<file path="src/rtl/spl_pkg.sv">
package spl_pkg;

    localparam int WORD_BITS = 32;
    localparam int FRAC_BITS = 16;
    localparam int LG_FRAC   = 30;
    localparam int LG_STEPS  = LG_FRAC;
    localparam int LGI_BITS  = 6;
    localparam int ZI_BITS   = 9;
    localparam int Z_INT_LIM = 7;

    localparam logic signed [WORD_BITS-1:0] ONE      = WORD_BITS'(1) << FRAC_BITS;
    localparam logic signed [WORD_BITS-1:0] NEG_ONE  = -ONE;
    localparam logic signed [WORD_BITS-1:0] NEG_TWO  = -(ONE <<< 1);
    localparam logic signed [WORD_BITS-1:0] WORD_MAX = {1'b0, {(WORD_BITS-1){1'b1}}};
    localparam logic signed [ZI_BITS-1:0]   ZI_SAT   = ZI_BITS'(WORD_BITS - 2 - FRAC_BITS);

    localparam logic [1:0] OP_VALUE  = 2'd0;
    localparam logic [1:0] OP_DERIV1 = 2'd1;
    localparam logic [1:0] OP_DERIV2 = 2'd2;
    localparam logic [1:0] OP_NONE   = 2'd3;

    localparam logic [1:0] REG_SCALE_A    = 2'd0;
    localparam logic [1:0] REG_SLOPE_B    = 2'd1;
    localparam logic [1:0] REG_EXPONENT_N = 2'd2;

    typedef struct packed {
        logic                        valid;
        logic [1:0]                  op;
        logic                        dom;
        logic                        sat;
        logic signed [WORD_BITS-1:0] c;
    } meta_t;

    typedef struct packed {
        meta_t                       meta;
        logic signed [WORD_BITS-1:0] base;
        logic signed [WORD_BITS-1:0] e;
    } front_t;

    typedef struct packed {
        meta_t                       meta;
        logic signed [WORD_BITS-1:0] e;
        logic signed [LGI_BITS-1:0]  ti;
        logic [LG_FRAC:0]            m;
        logic [LG_FRAC-1:0]          frac;
    } log_t;

    typedef struct packed {
        meta_t                      meta;
        logic                       psat;
        logic signed [ZI_BITS-1:0]  zi;
        logic [LG_FRAC-1:0]         zf;
        logic [LG_FRAC:0]           acc;
    } exp_t;

    typedef struct packed {
        logic signed [WORD_BITS-1:0] y;
        logic                        dom;
        logic                        sat;
    } res_t;

    typedef struct packed {
        logic                        ovf;
        logic signed [WORD_BITS-1:0] sum;
    } add_t;

    // Saturating add on words.
    function automatic add_t qadd(input logic signed [WORD_BITS-1:0] a,
                                  input logic signed [WORD_BITS-1:0] b);
        logic signed [WORD_BITS:0] s;
        add_t o;
        s = {a[WORD_BITS-1], a} + {b[WORD_BITS-1], b};
        o.ovf = s[WORD_BITS] != s[WORD_BITS-1];
        if (!o.ovf)
        begin
            o.sum = s[WORD_BITS-1:0];
        end
        else if (s[WORD_BITS])
        begin
            o.sum = ~WORD_MAX;
        end
        else
        begin
            o.sum = WORD_MAX;
        end
        return o;
    endfunction

    // Root factor 2^(2^-(idx+1)) with LG_FRAC fraction bits, each one the floor
    // square root of the one before. Evaluated at elaboration only.
    function automatic logic [LG_FRAC:0] root_factor(input int idx);
        logic [63:0] r;
        logic [63:0] v;
        logic [63:0] res;
        logic [63:0] bit_w;
        r = 64'd2 << LG_FRAC;
        for (int j = 0; j <= idx; j++)
        begin
            v = r << LG_FRAC;
            res = 64'd0;
            bit_w = 64'd1 << 62;
            for (int k = 0; k < 32; k++)
            begin
                if (v >= res + bit_w)
                begin
                    v = v - (res + bit_w);
                    res = (res >> 1) + bit_w;
                end
                else
                begin
                    res = res >> 1;
                end
                bit_w = bit_w >> 2;
            end
            r = res;
        end
        return r[LG_FRAC:0];
    endfunction

endpackage

</file>
<file path="src/rtl/spl_log_cell.sv">
module spl_log_cell #(
    parameter int IDX = 0
) (
    input  logic          clk,
    input  logic          rst_n,
    input  logic          en,
    input  spl_pkg::log_t din,
    output spl_pkg::log_t dout
);

    localparam int LF  = spl_pkg::LG_FRAC;
    localparam int BIT = LF - 1 - IDX;

    logic [2*LF+1:0] sq;
    logic [LF+1:0]   sq_sh;
    spl_pkg::log_t   cell_next;
    spl_pkg::log_t   cell_reg;

    // One fraction bit of log2 per cell: square the mantissa and renormalize.
    always_comb
    begin
        sq = (2*LF+2)'(din.m) * (2*LF+2)'(din.m);
        sq_sh = sq[2*LF+1:LF];
        cell_next = din;
        if (sq_sh[LF+1])
        begin
            cell_next.m = sq_sh[LF+1:1];
            cell_next.frac[BIT] = 1'b1;
        end
        else
        begin
            cell_next.m = sq_sh[LF:0];
        end
    end

    always_ff @(posedge clk or negedge rst_n)
    begin
        if (!rst_n)
        begin
            cell_reg <= '0;
        end
        else if (en)
        begin
            cell_reg <= cell_next;
        end
    end

    assign dout = cell_reg;

endmodule

</file>
<file path="config.mk">
export PLATFORM = sky130hd
export DESIGN_NAME = spl_log_cell
export DESIGN_NICKNAME = d
export VERILOG_FILES = /design/src/rtl/spl_pkg.sv /design/src/rtl/spl_log_cell.sv
export SDC_FILE = /design/constraint.sdc
export NUM_CORES = 2
export LEC_CHECK = 0
export BUFFER_PORTS_ARGS = -buffer_cell sky130_fd_sc_hd__buf_2
export CORE_ASPECT_RATIO = 0.8
export CORE_MARGIN = 2
export CORE_UTILIZATION = 45
export CTS_BUF_LIST = sky130_fd_sc_hd__clkbuf_8
export DETAILED_ROUTE_END_ITERATION = 16
export PLACE_DENSITY = 0.65
export SLEW_MARGIN = 10
export SYNTH_ARGS = -nofsm -noshare
export SYNTH_HDL_FRONTEND = slang
export SYNTH_SLANG_ARGS = --single-unit
export TNS_END_PERCENT = 5
</file>
<file path="constraint.sdc">
create_clock -name clk -period 0.8 [get_ports clk]
set_input_delay 0.08 -clock clk [delete_from_list [all_inputs] [get_ports clk]]
set_output_delay 0.08 -clock clk [all_outputs]
set_load 0.005 [all_outputs]
</file>
==> summary.txt <==
Synthesis
  – Most common cell in the netlist: inv_1
  – Post-synthesis cell count: 3295
  – Top cells by count, synth: 920 x inv_1, 747 x fa_1, 323 x nand2_1
  – Sequential-to-total area share from yosys stat: 10.53%
  – Syn avg cell area: 9.812 um^2
  – Synth unique cells: 71
  – EDFF count, synth: 0
  – Mapped Nets: 4450
  – Top cells by area, synth: fa_1 46%, inv_1 11%, dfrtp_1 11%
  – Async set or reset register ratio after synthesis: 100.0%
  – Top-area cell type share of the netlist area: 46.26%
  – Warnings, synthesis: 0
  – Synth Cell Area: 0.03233 mm^2
  – Most used DFF post-synth: dfrtp_1
  – Yosys reg bits: 136
  – Post-synth top area cell: fa_1

Floorplan
  – Chip width: 303.7 um
  – Die Area: 0.07402 mm^2
  – I/O pin cnt: 275
  – Core Area: 0.07076 mm^2
  – Initial Utilization: 45.69%
  – Die H: 243.7 um
  – Num rows: 87

Worst setup path
  – Slowest cell on crit path: fa_1
  – Critical path arrival: 7010 ps
  – Largest stage delay, worst path: 580 ps
  – CP startpoint kind: primary input
  – Critical path class: in2reg
  – Critical Path Sink Type: flip-flop
  – Required time worst endpoint: 1120 ps
  – Most frequent CP cell: fa_1
  – CP top delay family: adder cells
  – Worst path buffer plus inverter count: 7
  – Critical path fanouts, max: 6

Cells and area
  – Area growth from synthesis to layout: 32.76%
  – Share of cells above drive strength 1: 31.34%
  – Final layout net count: 5338
  – Filler instances: 5801
  – Antenna diodes: 0
  – Final instance area: 0.04292 mm^2
  – Max FFs per register: 136

Detailed routing
  – 1st-iter DRT viols: 1463
  – DRC viols: 0
  – DR WL/cell: 18.18 um
  – Post-route ant nets: 0
  – Vias: 25135
  – DRT Pass-1 Iters: 5
  – Via density: 4.900
  – Final WL: 93250 um

Global routing
  – Largest net degree at the start of global routing: 48
  – First-pass GRT wire length: 153200 um
  – GRT Total Usage: 26.21%
  – Number of global-route vias before repair: 28219
  – Gr ovfl total: 0
  – Initial antenna violation count: 2

Clocking
  – Max clock buf depth: 2
  – CTS clock-pin slew for the worst setup and hold paths: 100 ps
  – Number of H-tree levels: 4
  – CTS tree: yes
  – Clk sinks: 136
  – Root Buffer: clkbuf_8
  – Total CTS buffers: 17
  – Skew-Pair Late Insertion Delay: 440 ps

STA
  – Final worst path period need: 6692 ps
  – Clock skew: 0 ps
  – Peak Freq: 149.4 MHz
  – Slew HR: 55.16%
  – Unrepaired setup endpoints after global routing: true
  – Period utilization: 836.5%
  – Max-slew violations: 0
  – Final hold viol count: 0
  – Worst Max-Slew Pin Slew: 665.6 ps
  – Final setup fails: 170
  – Worst setup margin: -5892 ps

Place
  – I/O Buffers: 274
  – Post-DP HPWL: 76790 um
  – Placement-stage cell area: 0.03919 mm^2
  – Placer Congestion: 0.9207

Outcome
  – Violated checks: setup timing
  – Status: finished, violations left

Min path
  – Hold Path Class: in2async

Run
  – Max-Cap Viols: 0
[cells by family after synthesis]
family,share of synthesized area [%]
mux,3.785
buf+inv,12.32
fa+ha+maj,56.67
compound gates,5.147
flops,10.53
simple gates,10.15
xor+xnor,1.405
[placed cells by master, fill, tap and decap left out, types with 16 or more instances in the layout]
cell type / netlist / final
nand4_1: 16 / 16
mux2_2: 106 / 104
inv_2: 0 / 22
xnor2_1: 24 / 22
and2_4: 0 / 26
buf_6: 1 / 41
o21ai_0: 40 / 23
a21o_1: 19 / 19
nand2_1: 323 / 282
dlygate4sd3_1: 0 / 106
buf_2: 5 / 235
and2_1: 189 / 163
ha_4: 0 / 27
o221ai_2: 1 / 17
a21oi_1: 79 / 58
clkbuf_8: 0 / 17
buf_4: 5 / 554
dfrtp_1: 136 / 136
fa_2: 0 / 45
inv_1: 920 / 896
fa_1: 747 / 702
nor2_1: 68 / 60
ha_1: 269 / 240
xor2_1: 26 / 25
buf_12: 0 / 38
nand2_2: 1 / 32
[metal layers]
layer  global-route usage (%)  vias up  share of wire, %
li1                         -    11562                 -
met1                    36.85    12759                44
met2                    42.98      707                48
met3                    4.567      107               6.1
met5                        0        -                 0
met4                    5.078        0               1.9
[cell type report]
class	instances	area (um^2)	share of cell area, %
Clock buffer	17	234.0	0.5451
Inverter	922	3480	8.107
Multi-Input combinational cell	2108	26330	61.34
Tap cell	934	1169	2.723
Timing Repair Buffer	998	8129	18.94
Sequential cell	136	3403	7.929
Clock inverter	15	177.7	0.4140
[final timing paths]
kind	cells after the start	to	from	slack, ps
max	26	dout[54]$_DFFE_PN0P_	din[38]	-5890
min	2	dout[102]$_DFFE_PN0P_	rst_n	30
max reg2reg	3	dout[56]$_DFFE_PN0P_	dout[56]$_DFFE_PN0P_	-120
min reg2reg	1	dout[6]$_DFFE_PN0P_	dout[6]$_DFFE_PN0P_	510
max in group asynchronous	3	dout[58]$_DFFE_PN0P_	rst_n	280
min in group clk	3	dout[60]$_DFFE_PN0P_	en	60
[stage by stage]
| stage | hold WS, ps | util (%) | TNS (ps) | instances | worst slack, ps |
|---|---|---|---|---|---|
| after floorplan | -215.6 | - | -224900 | 3295 | -5886 |
| after global placement | -59.51 | 55.38 | -227390 | 4941 | -6731 |
| after detailed placement | -57.11 | 55.38 | -229830 | 4941 | -6799 |
| after CTS | 13.44 | 59.60 | -223170 | 5113 | -5858 |
| after global routing | 17.53 | 60.66 | -233220 | 5130 | -6070 |
| final | 27.14 | 60.66 | -219960 | 5130 | -5892 |
[repair_timing]
action	CTS	global route
gates cloned	9	2
setup buffers	25	17
endpoints found under the setup margin	169	181
resized for setup	250	157
endpoints found under the hold margin	241	0
pin swaps	111	123
hold buffers	106	0
Power is left out: the tool's default activity adds up to more than one toggle a clock period on the data nets, which glitch-free logic cannot reach.
