**config.mk**
```make
export PLATFORM = sky130hd
export DESIGN_NAME = spl_exp_cell
export DESIGN_NICKNAME = d
export VERILOG_FILES = /design/src/rtl/spl_pkg.sv /design/src/rtl/spl_exp_cell.sv
export SDC_FILE = /design/constraint.sdc
export NUM_CORES = 1
export LEC_CHECK = 0
export BUFFER_PORTS_ARGS = -buffer_cell sky130_fd_sc_hd__buf_2
export CAP_MARGIN = 20
export CORE_MARGIN = 2
export CORE_UTILIZATION = 62
export CTS_CLUSTER_SIZE = 16
export DETAILED_ROUTE_END_ITERATION = 8
export PLACE_DENSITY = 0.94
export SYNTH_ARGS = -nofsm -noshare
export SYNTH_HDL_FRONTEND = slang
export SYNTH_SLANG_ARGS = --single-unit
export TNS_END_PERCENT = 10
```
**constraint.sdc**
```tcl
create_clock -name clk -period 1.1 [get_ports clk]
set_clock_uncertainty 0.15 [all_clocks]
set_input_delay 0.055 -clock clk [delete_from_list [all_inputs] [get_ports clk]]
set_output_delay 0.055 -clock clk [all_outputs]
set_load 0.01 [all_outputs]
```
**src/rtl/spl_pkg.sv**
```systemverilog
package spl_pkg;

    localparam int WORD_BITS = 32;
    localparam int FRAC_BITS = 16;
    localparam int LG_FRAC   = 30;
    localparam int LG_STEPS  = LG_FRAC;
    localparam int LGI_BITS  = 6;
    localparam int ZI_BITS   = 9;
    localparam int Z_INT_LIM = 7;

    localparam logic signed [WORD_BITS-1:0] ONE      = WORD_BITS'(1) << FRAC_BITS;
    localparam logic signed [WORD_BITS-1:0] NEG_ONE  = -ONE;
    localparam logic signed [WORD_BITS-1:0] NEG_TWO  = -(ONE <<< 1);
    localparam logic signed [WORD_BITS-1:0] WORD_MAX = {1'b0, {(WORD_BITS-1){1'b1}}};
    localparam logic signed [ZI_BITS-1:0]   ZI_SAT   = ZI_BITS'(WORD_BITS - 2 - FRAC_BITS);

    localparam logic [1:0] OP_VALUE  = 2'd0;
    localparam logic [1:0] OP_DERIV1 = 2'd1;
    localparam logic [1:0] OP_DERIV2 = 2'd2;
    localparam logic [1:0] OP_NONE   = 2'd3;

    localparam logic [1:0] REG_SCALE_A    = 2'd0;
    localparam logic [1:0] REG_SLOPE_B    = 2'd1;
    localparam logic [1:0] REG_EXPONENT_N = 2'd2;

    typedef struct packed {
        logic                        valid;
        logic [1:0]                  op;
        logic                        dom;
        logic                        sat;
        logic signed [WORD_BITS-1:0] c;
    } meta_t;

    typedef struct packed {
        meta_t                       meta;
        logic signed [WORD_BITS-1:0] base;
        logic signed [WORD_BITS-1:0] e;
    } front_t;

    typedef struct packed {
        meta_t                       meta;
        logic signed [WORD_BITS-1:0] e;
        logic signed [LGI_BITS-1:0]  ti;
        logic [LG_FRAC:0]            m;
        logic [LG_FRAC-1:0]          frac;
    } log_t;

    typedef struct packed {
        meta_t                      meta;
        logic                       psat;
        logic signed [ZI_BITS-1:0]  zi;
        logic [LG_FRAC-1:0]         zf;
        logic [LG_FRAC:0]           acc;
    } exp_t;

    typedef struct packed {
        logic signed [WORD_BITS-1:0] y;
        logic                        dom;
        logic                        sat;
    } res_t;

    typedef struct packed {
        logic                        ovf;
        logic signed [WORD_BITS-1:0] sum;
    } add_t;

    // Saturating add on words.
    function automatic add_t qadd(input logic signed [WORD_BITS-1:0] a,
                                  input logic signed [WORD_BITS-1:0] b);
        logic signed [WORD_BITS:0] s;
        add_t o;
        s = {a[WORD_BITS-1], a} + {b[WORD_BITS-1], b};
        o.ovf = s[WORD_BITS] != s[WORD_BITS-1];
        if (!o.ovf)
        begin
            o.sum = s[WORD_BITS-1:0];
        end
        else if (s[WORD_BITS])
        begin
            o.sum = ~WORD_MAX;
        end
        else
        begin
            o.sum = WORD_MAX;
        end
        return o;
    endfunction

    // Root factor 2^(2^-(idx+1)) with LG_FRAC fraction bits, each one the floor
    // square root of the one before. Evaluated at elaboration only.
    function automatic logic [LG_FRAC:0] root_factor(input int idx);
        logic [63:0] r;
        logic [63:0] v;
        logic [63:0] res;
        logic [63:0] bit_w;
        r = 64'd2 << LG_FRAC;
        for (int j = 0; j <= idx; j++)
        begin
            v = r << LG_FRAC;
            res = 64'd0;
            bit_w = 64'd1 << 62;
            for (int k = 0; k < 32; k++)
            begin
                if (v >= res + bit_w)
                begin
                    v = v - (res + bit_w);
                    res = (res >> 1) + bit_w;
                end
                else
                begin
                    res = res >> 1;
                end
                bit_w = bit_w >> 2;
            end
            r = res;
        end
        return r[LG_FRAC:0];
    endfunction

endpackage

```
**src/rtl/spl_exp_cell.sv**
```systemverilog
module spl_exp_cell #(
    parameter int IDX = 0
) (
    input  logic          clk,
    input  logic          rst_n,
    input  logic          en,
    input  spl_pkg::exp_t din,
    output spl_pkg::exp_t dout
);

    localparam int LF = spl_pkg::LG_FRAC;
    localparam int BIT = LF - 1 - IDX;
    localparam logic [LF:0] ROOT = spl_pkg::root_factor(IDX);

    logic [2*LF+1:0] prod;
    spl_pkg::exp_t   cell_next;
    spl_pkg::exp_t   cell_reg;

    always_comb
    begin
        prod = (2*LF+2)'(din.acc) * (2*LF+2)'(ROOT);
        cell_next = din;
        if (din.zf[BIT])
        begin
            cell_next.acc = prod[2*LF:LF];
        end
    end

    always_ff @(posedge clk or negedge rst_n)
    begin
        if (!rst_n)
        begin
            cell_reg <= '0;
        end
        else if (en)
        begin
            cell_reg <= cell_next;
        end
    end

    assign dout = cell_reg;

endmodule
```
==> summary.txt, run 1 <==
Logic synthesis
  – Syn Std Cell Area: 0.0203 mm2
  – Area contributors post-synth: fa_1, ha_1, dfrtp_1, inv_1, mux2_2
  – Main flop type after synthesis: dfrtp_1
  – Seq cells post-synth: 108
  – Syn Inst Count: 1950
  – Syn Area/Cell: 10.4 um2
  – Leading area contributor after synthesis: fa_1
  – Async SR Flop Fraction: 100%
  – Mapped Nets: 2804
  – Count of cell types in the netlist: 62
  – EDFF count, synth: 0
  – Sequential element share of the synthesized area: between 10% and 20%
  – Yosys warnings: 0
  – Synth top area share: between 30 and 40%

Clocking
  – CTS Root Cell: clkbuf_16
  – Clock sink count: 108
  – H-tree Lvls: 3
  – CTS max path bufs: 2
  – Num CTS Buffers: 9

Global routing
  – Vias in the first global route: 23.6k
  – Largest net degree at the start of global routing: 61
  – Total track usage: between 50% and 60%
  – GRT overflow: 44
  – First-pass GRT wire length: 142 mm

Placed design
  – Detailed Place HPWL: 57.0 mm
  – Pre-CTS setup slack: -6110 ps
  – Buffers on Ports: roughly 220
  – Routability congestion estimate: 1.06
  – Placed cells: 2878

Floorplanning
  – # rows: 66
  – Die X: between 150 and 200 um
  – Initial Utilization: around 63%
  – DIE HEIGHT: 185 um
  – Boundary Pins: 219

Status
  – Failed at: global routing (5_1_grt)
  – Halt Reason: [ERROR GRT-0116] Global routing finished with congestion. Check the congestion regions in the DRC Viewer.
  – Status: did not finish
cells in the mapped netlist, drive strengths merged, types with 7 or more instances:
master / n
inv: 550
o21bai: 10
a21o: 39
o21ai: 55
xor2: 34
nand3: 8
ha: 413
a21oi: 69
and2: 12
clkbuf: 29
a31oi: 7
nand2: 38
mux2i: 20
dfrtp: 108
nand4: 14
nor2: 44
mux2: 77
fa: 330
xnor2: 24
through the flow:
stage          instance area, um2  TNS, ps  util (%)
2_1_floorplan               20400  -169480         -
3_3_place_gp                24200  -175840      74.7
3_5_place_dp                24200  -183310      74.7
4_1_cts                     26100  -162000      80.4
per-layer routing:
| metal | global-route usage (%) | overflow |
|---|---|---|
| met5 | 11.0 | 0 |
| met4 | 63.9 | 31 |
| met3 | 39.0 | 3 |
| met2 | 78.2 | 10 |
| met1 | 54.8 | 0 |
cell families after synthesis:
| family | after synthesis | share of synthesized area, % |
|---|---|---|
| flip-flops | 108 | 13.3 |
| XOR/XNOR | 58 | 2.50 |
| multiplexers | 97 | 5.25 |
| buffers and inverters | 580 | 10.7 |
| adder cells (fa/ha/maj) | 743 | 57.9 |
| AO/OA/AOI/OAI | 214 | 6.60 |
| AND/OR/NAND/NOR | 150 | 3.73 |
timing repair:
item	in CTS
buffers inserted	7
setup endpoints to repair	77
resized for setup	155
endpoints found under the hold margin	186
pin swaps	75
hold buffers	78
==> run 2: changes to the inputs <==
- CORE_UTILIZATION: 62 -> 40
- CTS_CLUSTER_SIZE: 16 -> not set
- PLACE_DENSITY: 0.94 -> not set
- PLACE_DENSITY_LB_ADDON: not set -> 0.15
==> run 2 against run 1 <==
The flow now finishes, with violations (hold timing, setup timing); synthesized area unchanged; synthesized cell count unchanged.
==> summary.txt, run 2 <==
Status
  – Status: finished with violations
  – Failing checks: hold timing, setup timing

Clocking
  – CTS Root Cell: clkbuf_16
  – H-tree Lvls: 3 (unchanged)
  – Clock Latency Late Sink: 340 ps
  – Clock sink count: 108 (unchanged)
  – Num CTS Buffers: 9 (unchanged)
  – CTS max path bufs: 2 (unchanged)
  – Register clock-pin slew on the reported worst setup and hold paths: around 80 ps
  – CTS tree: done
  – # hold bufs at CTS: 77 (-1.3%)

Logic synthesis
  – Sequential element share of the synthesized area: 13.3% (unchanged)
  – Most frequent cell after synthesis: inv_1
  – Count of cell types in the netlist: 62 (unchanged)
  – EDFF count, synth: 0 (unchanged)
  – Syn Std Cell Area: 0.0203 mm2 (unchanged)
  – Syn Area/Cell: 10.4 um2 (unchanged)
  – Area contributors post-synth: fa_1, ha_1, dfrtp_1, inv_1, mux2_2
  – Syn Inst Count: 1950 (unchanged)
  – Post-synth top cells: inv_1, ha_1, fa_1, dfrtp_1, mux2_2
  – Synth top area share: 32.5% (unchanged)
  – Async SR Flop Fraction: 100% (unchanged)
  – Yosys warnings: 0 (unchanged)
  – Seq cells post-synth: 108 (unchanged)
  – Leading area contributor after synthesis: fa_1
  – Main flop type after synthesis: dfrtp_1
  – Mapped Nets: 2804 (unchanged)

Timing
  – Unrepaired setup endpoints after global routing: true
  – Worst hold margin: -53.2 ps
  – Final worst slack: -5520 ps
  – Fin. max-slew vios: 0
  – Setup-failing EPs final: 55
  – FMAX: ~150 MHz
  – Tcrit/Tclk final: 602%
  – Slew @ Worst Pin: approximately 430 ps
  – Slew margin rel.: 71.2%
  – Final Hold Fails: 11
  – Minimum clock period: 6620 ps
  – Sum of negative setup slack: -159990 ps

Critical path
  – CP Max Fanout: 3
  – Setup Crit Path Kind: in -> reg
  – Crit path DAT: 6700 ps
  – Startpoint types: input pin
  – Endpoint class of the critical path: flip-flop
  – Worst endpoint required time: 1180 ps

Final layout
  – Most frequent cells in the layout: inv_1, ha_1, fa_1, buf_4, buf_2
  – Fill count: 4543
  – Number of flip-flops in the largest register: between 100 and 150
  – Area Growth Syn to Fin: 31.5%
  – Layout cells sized above 1: slightly below 30%
  – Multi-input logic area: 0.0161 mm2
  – Commonest non-fill, non-tap cell in the layout: inv_1
  – # nets final: 3403
  – FF+latch area: 0.00270 mm2

Floorplanning
  – Die X: 229 um (+24%)
  – Initial Utilization: 40.5% (-22 points)
  – DIE HEIGHT: 229 um (+24%)
  – # rows: 82 (+24%)
  – Boundary Pins: 219 (unchanged)
  – Core area: 0.0502 mm2
  – DIE AREA: 0.0527 mm2

Global routing
  – Vias in the first global route: 17.7k
  – First-pass GRT wire length: ~100 mm
  – Largest net degree at the start of global routing: 46
  – Total track usage: 24.7%
  – Initial antenna violation count: 3
  – GRT overflow: 0

Placed design
  – Buffers on Ports: 218 (unchanged)
  – Detailed Place HPWL: 54.8 mm (-3.8%)
  – Routability congestion estimate: 0.906 (-14%)

Detailed routing
  – Antenna Nets Post-Route: 0
  – Drt first pass iters: 5
  – Drt total wl: 62.5 mm
  – Residual DRC count: 0
  – Via count: 15.7k
  – Wire length per cell: ~19 um
  – Starting DRT DRC Count: slightly below 600
  – Vias/cell: 4.85

Flow run
  – Max-cap violations: 0

Hold path
  – Hold Crit Class: in -> async
-- run 2: cell counts after synthesis --
Identical to the previous run, type by type.
-- run 2: path summary, 6_finish.rpt --
path / startpoint / end / slack (ps) / depth (start not counted)
setup / recovery: din[19] / dout[28]$_DFFE_PN0P_ / -5520 / 26
hold / removal: rst_n / dout[48]$_DFFE_PN0P_ / -50 / 2
setup reg to reg: dout[43]$_DFFE_PN0P_ / dout[43]$_DFFE_PN0P_ / 150 / 1
hold reg to reg: dout[62]$_DFFE_PN0P_ / dout[62]$_DFFE_PN0P_ / 360 / 1
max in group asynchronous: rst_n / dout[9]$_DFFE_PN0P_ / 310 / 3
min in group clk: en / dout[68]$_DFFE_PN0P_ / 70 / 3
-- run 2: timing repair --
action	4_1_cts	5_1_grt
hold endpoints to repair	184	11
pin swaps	44	35
setup buffers	5	7
endpoints found under the setup margin	81	133
gates resized for setup	115	70
-- run 2: critical path, stage by stage --
cell and delay [ps]:
buf_12 110, ha_4 240, fa_1 530, inv_1 50
fa_1 530, inv_1 50, fa_1 520, inv_2 40
fa_1 520, inv_1 50, fa_1 450, fa_1 510
inv_2 40, fa_1 490, inv_2 50, ha_4 280
nand2_4 40, or4_4 490, or4b_4 550, a31oi_4 170
nor3b_4 100, a211oi_2 300, nor3_2 100, xnor2_1 140
mux2i_1 190, a21oi_1 100
-- run 2: cell families after synthesis --
family	Yosys count	share of synthesized area (%)
simple gates	150	3.73
xor+xnor	58	2.50
compound gates	214	6.60
mux	97	5.25
buf+inv	580	10.7
fa+ha+maj	743	57.9
flops	108	13.3
-- run 2: area by class of cell --
| type | instances | share of cell area, % |
|---|---|---|
| multi-input cells | 1262 | 60.3 |
| repair buffers | 618 | 17.5 |
| flip-flops and latches | 108 | 10.1 |
| inverters | 550 | 7.72 |
| well taps | 672 | 3.14 |
| clock buffers | 9 | 0.842 |
| clock inverters | 7 | 0.323 |
| diodes | 2 | 0.0187 |
-- run 2: metrics by stage --
| step | util [%] | hold slack (ps) | cell area (um2) | worst slack [ps] | cells |
|---|---|---|---|---|---|
| floorplan | - | -391 | 20400 | -5500 | 1950 |
| global placement | 49.1 | -224 | 24600 | -6070 | 3122 |
| detailed placement | 49.1 | -220 | 24600 | -6080 | 3122 |
| CTS | 52.6 | -69.2 | 26400 | -5450 | 3220 |
| global route | 53.3 | -49.6 | 26700 | -5700 | 3228 |
| finish | 53.3 | -53.2 | 26700 | -5520 | 3228 |
-- run 2: per-layer routing --
metal / wire length (um) / GRT usage [%] / up-vias
li1: - / - / 7360
met2: 32000 / 44.8 / 296
met5: 0 / 0 / -
met3: 2080 / 1.87 / 59
met4: 1270 / 4.55 / 0
met1: 27200 / 32.5 / 7935
Power of run 2 is left out: the tool's default activity adds up to more than one toggle a clock period on the data nets, which glitch-free logic cannot reach.
