`config.mk`:
```
export PLATFORM = sky130hd
export DESIGN_NAME = spl_qmul
export DESIGN_NICKNAME = d
export VERILOG_FILES = /design/src/rtl/spl_pkg.sv /design/src/rtl/spl_qmul.sv
export SDC_FILE = /design/constraint.sdc
export NUM_CORES = 2
export LEC_CHECK = 0
export BUFFER_PORTS_ARGS = -buffer_cell sky130_fd_sc_hd__buf_2
export CORE_ASPECT_RATIO = 2
export CORE_MARGIN = 2
export CORE_UTILIZATION = 60
export CTS_CLUSTER_DIAMETER = 200
export CTS_CLUSTER_SIZE = 30
export DETAILED_ROUTE_END_ITERATION = 8
export PLACE_DENSITY = 0.79
export SLEW_MARGIN = 20
export SYNTH_ARGS = -nofsm -noshare
export SYNTH_HDL_FRONTEND = slang
export SYNTH_SLANG_ARGS = --single-unit
```
`constraint.sdc`:
```
create_clock -name clk -period 6.3 [get_ports clk]
set_input_delay 0.945 -clock clk [delete_from_list [all_inputs] [get_ports clk]]
set_output_delay 0.945 -clock clk [all_outputs]
set_load 0.05 [all_outputs]
```
`src/rtl/spl_pkg.sv`:
```
package spl_pkg;

    localparam int WORD_BITS = 32;
    localparam int FRAC_BITS = 16;
    localparam int LG_FRAC   = 30;
    localparam int LG_STEPS  = LG_FRAC;
    localparam int LGI_BITS  = 6;
    localparam int ZI_BITS   = 9;
    localparam int Z_INT_LIM = 7;

    localparam logic signed [WORD_BITS-1:0] ONE      = WORD_BITS'(1) << FRAC_BITS;
    localparam logic signed [WORD_BITS-1:0] NEG_ONE  = -ONE;
    localparam logic signed [WORD_BITS-1:0] NEG_TWO  = -(ONE <<< 1);
    localparam logic signed [WORD_BITS-1:0] WORD_MAX = {1'b0, {(WORD_BITS-1){1'b1}}};
    localparam logic signed [ZI_BITS-1:0]   ZI_SAT   = ZI_BITS'(WORD_BITS - 2 - FRAC_BITS);

    localparam logic [1:0] OP_VALUE  = 2'd0;
    localparam logic [1:0] OP_DERIV1 = 2'd1;
    localparam logic [1:0] OP_DERIV2 = 2'd2;
    localparam logic [1:0] OP_NONE   = 2'd3;

    localparam logic [1:0] REG_SCALE_A    = 2'd0;
    localparam logic [1:0] REG_SLOPE_B    = 2'd1;
    localparam logic [1:0] REG_EXPONENT_N = 2'd2;

    typedef struct packed {
        logic                        valid;
        logic [1:0]                  op;
        logic                        dom;
        logic                        sat;
        logic signed [WORD_BITS-1:0] c;
    } meta_t;

    typedef struct packed {
        meta_t                       meta;
        logic signed [WORD_BITS-1:0] base;
        logic signed [WORD_BITS-1:0] e;
    } front_t;

    typedef struct packed {
        meta_t                       meta;
        logic signed [WORD_BITS-1:0] e;
        logic signed [LGI_BITS-1:0]  ti;
        logic [LG_FRAC:0]            m;
        logic [LG_FRAC-1:0]          frac;
    } log_t;

    typedef struct packed {
        meta_t                      meta;
        logic                       psat;
        logic signed [ZI_BITS-1:0]  zi;
        logic [LG_FRAC-1:0]         zf;
        logic [LG_FRAC:0]           acc;
    } exp_t;

    typedef struct packed {
        logic signed [WORD_BITS-1:0] y;
        logic                        dom;
        logic                        sat;
    } res_t;

    typedef struct packed {
        logic                        ovf;
        logic signed [WORD_BITS-1:0] sum;
    } add_t;

    // Saturating add on words.
    function automatic add_t qadd(input logic signed [WORD_BITS-1:0] a,
                                  input logic signed [WORD_BITS-1:0] b);
        logic signed [WORD_BITS:0] s;
        add_t o;
        s = {a[WORD_BITS-1], a} + {b[WORD_BITS-1], b};
        o.ovf = s[WORD_BITS] != s[WORD_BITS-1];
        if (!o.ovf)
        begin
            o.sum = s[WORD_BITS-1:0];
        end
        else if (s[WORD_BITS])
        begin
            o.sum = ~WORD_MAX;
        end
        else
        begin
            o.sum = WORD_MAX;
        end
        return o;
    endfunction

    // Root factor 2^(2^-(idx+1)) with LG_FRAC fraction bits, each one the floor
    // square root of the one before. Evaluated at elaboration only.
    function automatic logic [LG_FRAC:0] root_factor(input int idx);
        logic [63:0] r;
        logic [63:0] v;
        logic [63:0] res;
        logic [63:0] bit_w;
        r = 64'd2 << LG_FRAC;
        for (int j = 0; j <= idx; j++)
        begin
            v = r << LG_FRAC;
            res = 64'd0;
            bit_w = 64'd1 << 62;
            for (int k = 0; k < 32; k++)
            begin
                if (v >= res + bit_w)
                begin
                    v = v - (res + bit_w);
                    res = (res >> 1) + bit_w;
                end
                else
                begin
                    res = res >> 1;
                end
                bit_w = bit_w >> 2;
            end
            r = res;
        end
        return r[LG_FRAC:0];
    endfunction

endpackage

```
`src/rtl/spl_qmul.sv`:
```
module spl_qmul (
    input  logic                                  clk,
    input  logic                                  rst_n,
    input  logic                                  en,
    input  logic signed [spl_pkg::WORD_BITS-1:0]  a,
    input  logic signed [spl_pkg::WORD_BITS-1:0]  b,
    output logic signed [spl_pkg::WORD_BITS-1:0]  r,
    output logic                                  ovf
);

    localparam int W = spl_pkg::WORD_BITS;

    logic [W-1:0]          mag_a;
    logic [W-1:0]          mag_b;
    logic [2*W-1:0]        prod_next;
    logic [2*W-1:0]        prod_reg;
    logic                  neg_reg;
    logic [2*W-1:0]        rnd;
    logic [2*W-1:0]        q;
    logic [2*W-1:0]        lim;
    logic [2*W-1:0]        q_sat;
    logic signed [W-1:0]   r_next;
    logic                  ovf_next;
    logic signed [W-1:0]   r_reg;
    logic                  ovf_reg;

    always_comb
    begin
        mag_a = a[W-1] ? W'(-a) : W'(a);
        mag_b = b[W-1] ? W'(-b) : W'(b);
        prod_next = (2*W)'(mag_a) * (2*W)'(mag_b);
    end

    // Round to nearest with ties away from zero on the magnitude, then clip.
    always_comb
    begin
        rnd = prod_reg + ((2*W)'(1) << (spl_pkg::FRAC_BITS - 1));
        q = rnd >> spl_pkg::FRAC_BITS;
        lim = (2*W)'(spl_pkg::WORD_MAX) + (2*W)'(neg_reg);
        ovf_next = q > lim;
        q_sat = ovf_next ? lim : q;
        r_next = neg_reg ? W'(-q_sat) : W'(q_sat);
    end

    always_ff @(posedge clk or negedge rst_n)
    begin
        if (!rst_n)
        begin
            prod_reg <= '0;
            neg_reg  <= 1'b0;
            r_reg    <= '0;
            ovf_reg  <= 1'b0;
        end
        else if (en)
        begin
            prod_reg <= prod_next;
            neg_reg  <= a[W-1] != b[W-1];
            r_reg    <= r_next;
            ovf_reg  <= ovf_next;
        end
    end

    assign r   = r_reg;
    assign ovf = ovf_reg;

endmodule

```
==> qor.log <==
INFO  cts            cts_tree=done
INFO  finish         largest_reg_flops=49
INFO  place          placement.cell_area=46060µm²
INFO  finish         areaGrowthSynthToFinish=24.16%
INFO  logic_synthesis synthArstFlopShare=100.0%
INFO  cts            cts.sink_count=83
INFO  timing         rsz_0062_raised_after_global_routing=yes
INFO  run            maxCapViolations=0
INFO  worst_setup_path crit_path_end_kind=flop
INFO  finish         drive_gt1_share=23.91%
INFO  worst_setup_path critical_path.startpoint_type=primary input
INFO  cts            cts_buffers=9
INFO  timing         setup_violations=49
INFO  worst_setup_path worstPathRequired=6550ps
INFO  grt            grt_pass1_vias=40.70k
INFO  timing         final.period_utilization=174.6%
INFO  run_status     violations=negative setup slack
INFO  routing        drtAntennaViolNets=0
INFO  worst_setup_path critPathSlowestCell=sky130_fd_sc_hd__fa_2
INFO  worst_setup_path cp_max_fo=4
INFO  cts            clkSlewWorstSetupHoldPaths=60ps
INFO  worst_hold_path hold_path_class=flop to flop
INFO  routing        drtPass1Iterations=8
INFO  worst_setup_path arrival=11250ps
INFO  place          place.gp.congestion=1.080
INFO  routing        remaining_drc_errors=0
INFO  timing         skew=6.642ps
INFO  place          port_buffers=99
INFO  floorplan      floorplan.rows=132
INFO  grt            globalRoute.totalOverflow=0
INFO  finish         final_cell_area_excluding_filler_cells=48810µm²
INFO  logic_synthesis synthesis_stage_register_bit_count=83
INFO  worst_setup_path cp.buffers_inverters=8
INFO  timing         slew_viol_final=0
INFO  worst_setup_path setup_crit_path_kind=primary input to flop
INFO  cts            cts-root-buf=sky130_fd_sc_hd__clkbuf_16
INFO  timing         finalWorstPathRequiredPeriod=11000ps
INFO  finish         final_nets=6477
INFO  grt            wire_length_of_the_first_global_routing_pass=238600µm
INFO  worst_setup_path critical_path.top_delay_family=adder cells
INFO  floorplan      pin_count=100
INFO  place          place.detailed.hpwl=124400µm
INFO  cts            cts_hold_buf=0
INFO  logic_synthesis post_synthesis_mean_instance_area=8.591µm²
INFO  routing        drt_first_iter_violations=3281
INFO  logic_synthesis share_of_the_yosys_chip_area_belonging_to_registers=5.283%
INFO  grt            antenna_found_initial=34
INFO  floorplan      dieWidth=185.0µm
INFO  logic_synthesis synth_fp_nets=5834
INFO  logic_synthesis netlist_instances=4576
INFO  floorplan      floorplan.die.height=366.0µm
INFO  floorplan      initial_utilization=60.72%
INFO  cts            cts_buffer_depth=2
INFO  logic_synthesis synth.cell_area=39310µm²
INFO  timing         worst_slack=-4700ps
INFO  floorplan      die-area=67710µm²
INFO  timing         peak_freq=90.91MHz
INFO  routing        num_vias=37.14k
INFO  cts            cts_max_level=3
INFO  cts            clkLatencyLatePin=360ps
INFO  floorplan      core=64740µm²
INFO  timing         worst_margin_slew=1171ps
INFO  run_status     run_status=complete, but fails checks
INFO  worst_setup_path crit_path_max_incr_delay=700ps
INFO  routing        routed_wirelength=159200µm
INFO  grt            grt_util_all_layers=49.19%
INFO  worst_setup_path r2r_setup_slk=320ps
INFO  worst_setup_path cpMostUsedCell=sky130_fd_sc_hd__fa_1
INFO  routing        via_per_inst=6.074
INFO  timing         max_slew_margin=21.54%
INFO  logic_synthesis synth-edff-count=0
INFO  logic_synthesis synthesis.yosys.warnings=0
INFO  grt            pin_count_of_the_biggest_net_entering_global_routing=84
INFO  routing        route.detailed.wl_per_inst=26.03µm
INFO  logic_synthesis synth.distinct_cells=77
INFO  timing         hold_viol=0
INFO  logic_synthesis ys.flop_type=sky130_fd_sc_hd__dfrtp_1
## worst paths after layout
kind | startpoint | endpoint | depth (start not counted)
min | r[19] | r[19] | 1
min reg2reg | r[19] | r[19] | 1
max | b[2] | prod_reg[57] | 37
max in group asynchronous | rst_n | neg_reg | 1
max reg2reg | prod_reg[16] | r[10] | 23
min in group asynchronous | rst_n | prod_reg[61] | 1
## logic make-up (layout without fill, tap and decap cells)
kind of cell	Yosys count	count (layout)	synth area share, %
adder cells (fa/ha/maj)	1191	1191	55.00
multiplexers	61	61	1.700
flip-flops	83	83	5.283
XOR/XNOR	196	197	4.405
other	0	19	0
AO/OA/AOI/OAI	386	386	6.334
AND/OR/NAND/NOR	1471	1471	15.85
buffers and inverters	1188	1835	11.43
## cells in the mapped netlist (8+ instances only)
master	n	share of area, %
sky130_fd_sc_hd__o31ai_1	24	0.46
sky130_fd_sc_hd__and3_1	23	0.37
sky130_fd_sc_hd__nand3_1	59	0.75
sky130_fd_sc_hd__nand2b_1	18	0.29
sky130_fd_sc_hd__nor4_1	15	0.24
sky130_fd_sc_hd__nand4_1	35	0.56
sky130_fd_sc_hd__a31o_2	8	0.18
sky130_fd_sc_hd__nand2_1	573	5.5
sky130_fd_sc_hd__a21oi_1	111	1.4
sky130_fd_sc_hd__o21bai_1	8	0.15
sky130_fd_sc_hd__mux2_2	46	1.3
sky130_fd_sc_hd__nor2_1	622	5.9
sky130_fd_sc_hd__nor2b_1	22	0.35
sky130_fd_sc_hd__nor3_1	26	0.33
sky130_fd_sc_hd__fa_1	895	46
sky130_fd_sc_hd__xor2_1	94	2.1
sky130_fd_sc_hd__ha_1	296	9.4
sky130_fd_sc_hd__and4_1	8	0.18
sky130_fd_sc_hd__or3_1	12	0.19
sky130_fd_sc_hd__o41ai_1	8	0.18
sky130_fd_sc_hd__inv_1	981	9.4
sky130_fd_sc_hd__o21ai_0	94	1.2
sky130_fd_sc_hd__a21o_1	41	0.78
sky130_fd_sc_hd__o211ai_1	10	0.19
sky130_fd_sc_hd__buf_2	8	0.10
sky130_fd_sc_hd__clkbuf_1	186	1.8
sky130_fd_sc_hd__and2_1	21	0.33
sky130_fd_sc_hd__o21a_1	11	0.21
sky130_fd_sc_hd__a31oi_1	9	0.14
sky130_fd_sc_hd__mux2i_1	15	0.38
sky130_fd_sc_hd__xnor2_1	100	2.2
sky130_fd_sc_hd__o2111ai_1	8	0.18
sky130_fd_sc_hd__dfrtp_1	83	5.3
## per-layer routing
metal	GRT usage, %	vias up	wire length [µm]
met5	0	-	183
met2	75.75	2543	73260
li1	-	15100	-
met1	44.09	18070	42200
met4	52.08	26	23140
met3	24.71	1395	20360
## what timing repair did
| action | CTS | global route |
|---|---|---|
| pin swaps | 139 | 134 |
| cloned | 1 | 0 |
| setup endpoints to repair | 49 | 50 |
| buffers inserted | 45 | 36 |
| resized for setup | 245 | 183 |
## worst reg2reg max path, cell delays in order, from the launching register on
cell and delay [ps]:
sky130_fd_sc_hd__dfrtp_1 450, sky130_fd_sc_hd__ha_1 330, sky130_fd_sc_hd__nand4_1 260, sky130_fd_sc_hd__nor3_1 310
sky130_fd_sc_hd__nand3_1 190, sky130_fd_sc_hd__nor3_1 400, sky130_fd_sc_hd__xor2_1 360, sky130_fd_sc_hd__ha_1 320
sky130_fd_sc_hd__nand4_1 130, sky130_fd_sc_hd__nor3_1 80, sky130_fd_sc_hd__and3_1 170, sky130_fd_sc_hd__a221oi_1 400
sky130_fd_sc_hd__o211ai_1 160, sky130_fd_sc_hd__nor4b_2 280, sky130_fd_sc_hd__buf_4 180, sky130_fd_sc_hd__nand2b_1 250
sky130_fd_sc_hd__o21ai_0 220, sky130_fd_sc_hd__ha_1 310, sky130_fd_sc_hd__buf_4 190, sky130_fd_sc_hd__inv_1 140
sky130_fd_sc_hd__nand2_1 180, sky130_fd_sc_hd__o21ai_0 200, sky130_fd_sc_hd__a21oi_1 100, sky130_fd_sc_hd__mux2_2 270
## per-stage QoR
stage	TNS, ps	hold slack, ps	util [%]	instances	worst slack [ps]
after CTS	-174730	488.0	73.89	6066	-4263
after global routing	-204240	510.0	75.34	6101	-4866
after global placement	-204500	468.9	71.15	6006	-4736
final	-196520	490.2	75.39	6114	-4700
after floorplan	-161060	515.3	-	4576	-3855
after detailed placement	-208760	473.2	71.15	6006	-4832
## layout by cell type, fill, tap and decap left out, types with 11 or more instances in the layout
master / synthesis / final
sky130_fd_sc_hd__o21a_1: 11 / 11
sky130_fd_sc_hd__buf_4: 2 / 637
sky130_fd_sc_hd__mux2_2: 46 / 24
sky130_fd_sc_hd__nor2_1: 622 / 600
sky130_fd_sc_hd__a21oi_1: 111 / 82
sky130_fd_sc_hd__xnor2_2: 0 / 23
sky130_fd_sc_hd__buf_2: 8 / 93
sky130_fd_sc_hd__dfrtp_1: 83 / 82
sky130_fd_sc_hd__nand2_1: 573 / 556
sky130_fd_sc_hd__fa_1: 895 / 856
sky130_fd_sc_hd__nor2b_1: 22 / 21
sky130_fd_sc_hd__nor3_1: 26 / 23
sky130_fd_sc_hd__a21o_1: 41 / 41
sky130_fd_sc_hd__nand2b_1: 18 / 15
sky130_fd_sc_hd__mux2_4: 0 / 22
sky130_fd_sc_hd__and2_1: 21 / 19
sky130_fd_sc_hd__o21ai_1: 3 / 17
sky130_fd_sc_hd__xor2_2: 2 / 23
sky130_fd_sc_hd__o21ai_0: 94 / 65
sky130_fd_sc_hd__diode_2: 0 / 19
sky130_fd_sc_hd__fa_2: 0 / 39
sky130_fd_sc_hd__ha_1: 296 / 257
sky130_fd_sc_hd__a21oi_2: 0 / 19
sky130_fd_sc_hd__mux2i_1: 15 / 14
sky130_fd_sc_hd__buf_12: 0 / 40
sky130_fd_sc_hd__inv_2: 1 / 51
sky130_fd_sc_hd__nand3_1: 59 / 57
sky130_fd_sc_hd__ha_4: 0 / 35
sky130_fd_sc_hd__nor2_2: 0 / 13
sky130_fd_sc_hd__xnor2_1: 100 / 68
sky130_fd_sc_hd__xor2_1: 94 / 70
sky130_fd_sc_hd__buf_6: 2 / 60
sky130_fd_sc_hd__nand4_1: 35 / 35
sky130_fd_sc_hd__and3_1: 23 / 23
sky130_fd_sc_hd__inv_1: 981 / 924
sky130_fd_sc_hd__nor4_1: 15 / 13
sky130_fd_sc_hd__o31ai_1: 24 / 13
## layout make-up
cell class | instances | area (µm²)
Multi-Input combinational cell | 3306 | 34820
Fill cell | 4602 | 15930
Timing Repair Buffer | 835 | 6799
Inverter | 984 | 3719
Sequential cell | 83 | 2078
Tap cell | 871 | 1090
Clock buffer | 14 | 244.0
Antenna cell | 19 | 47.55
Clock inverter | 2 | 12.51
Power is not shown: default switching activity piles up to over one toggle a cycle in this logic, so the estimate is an artifact.
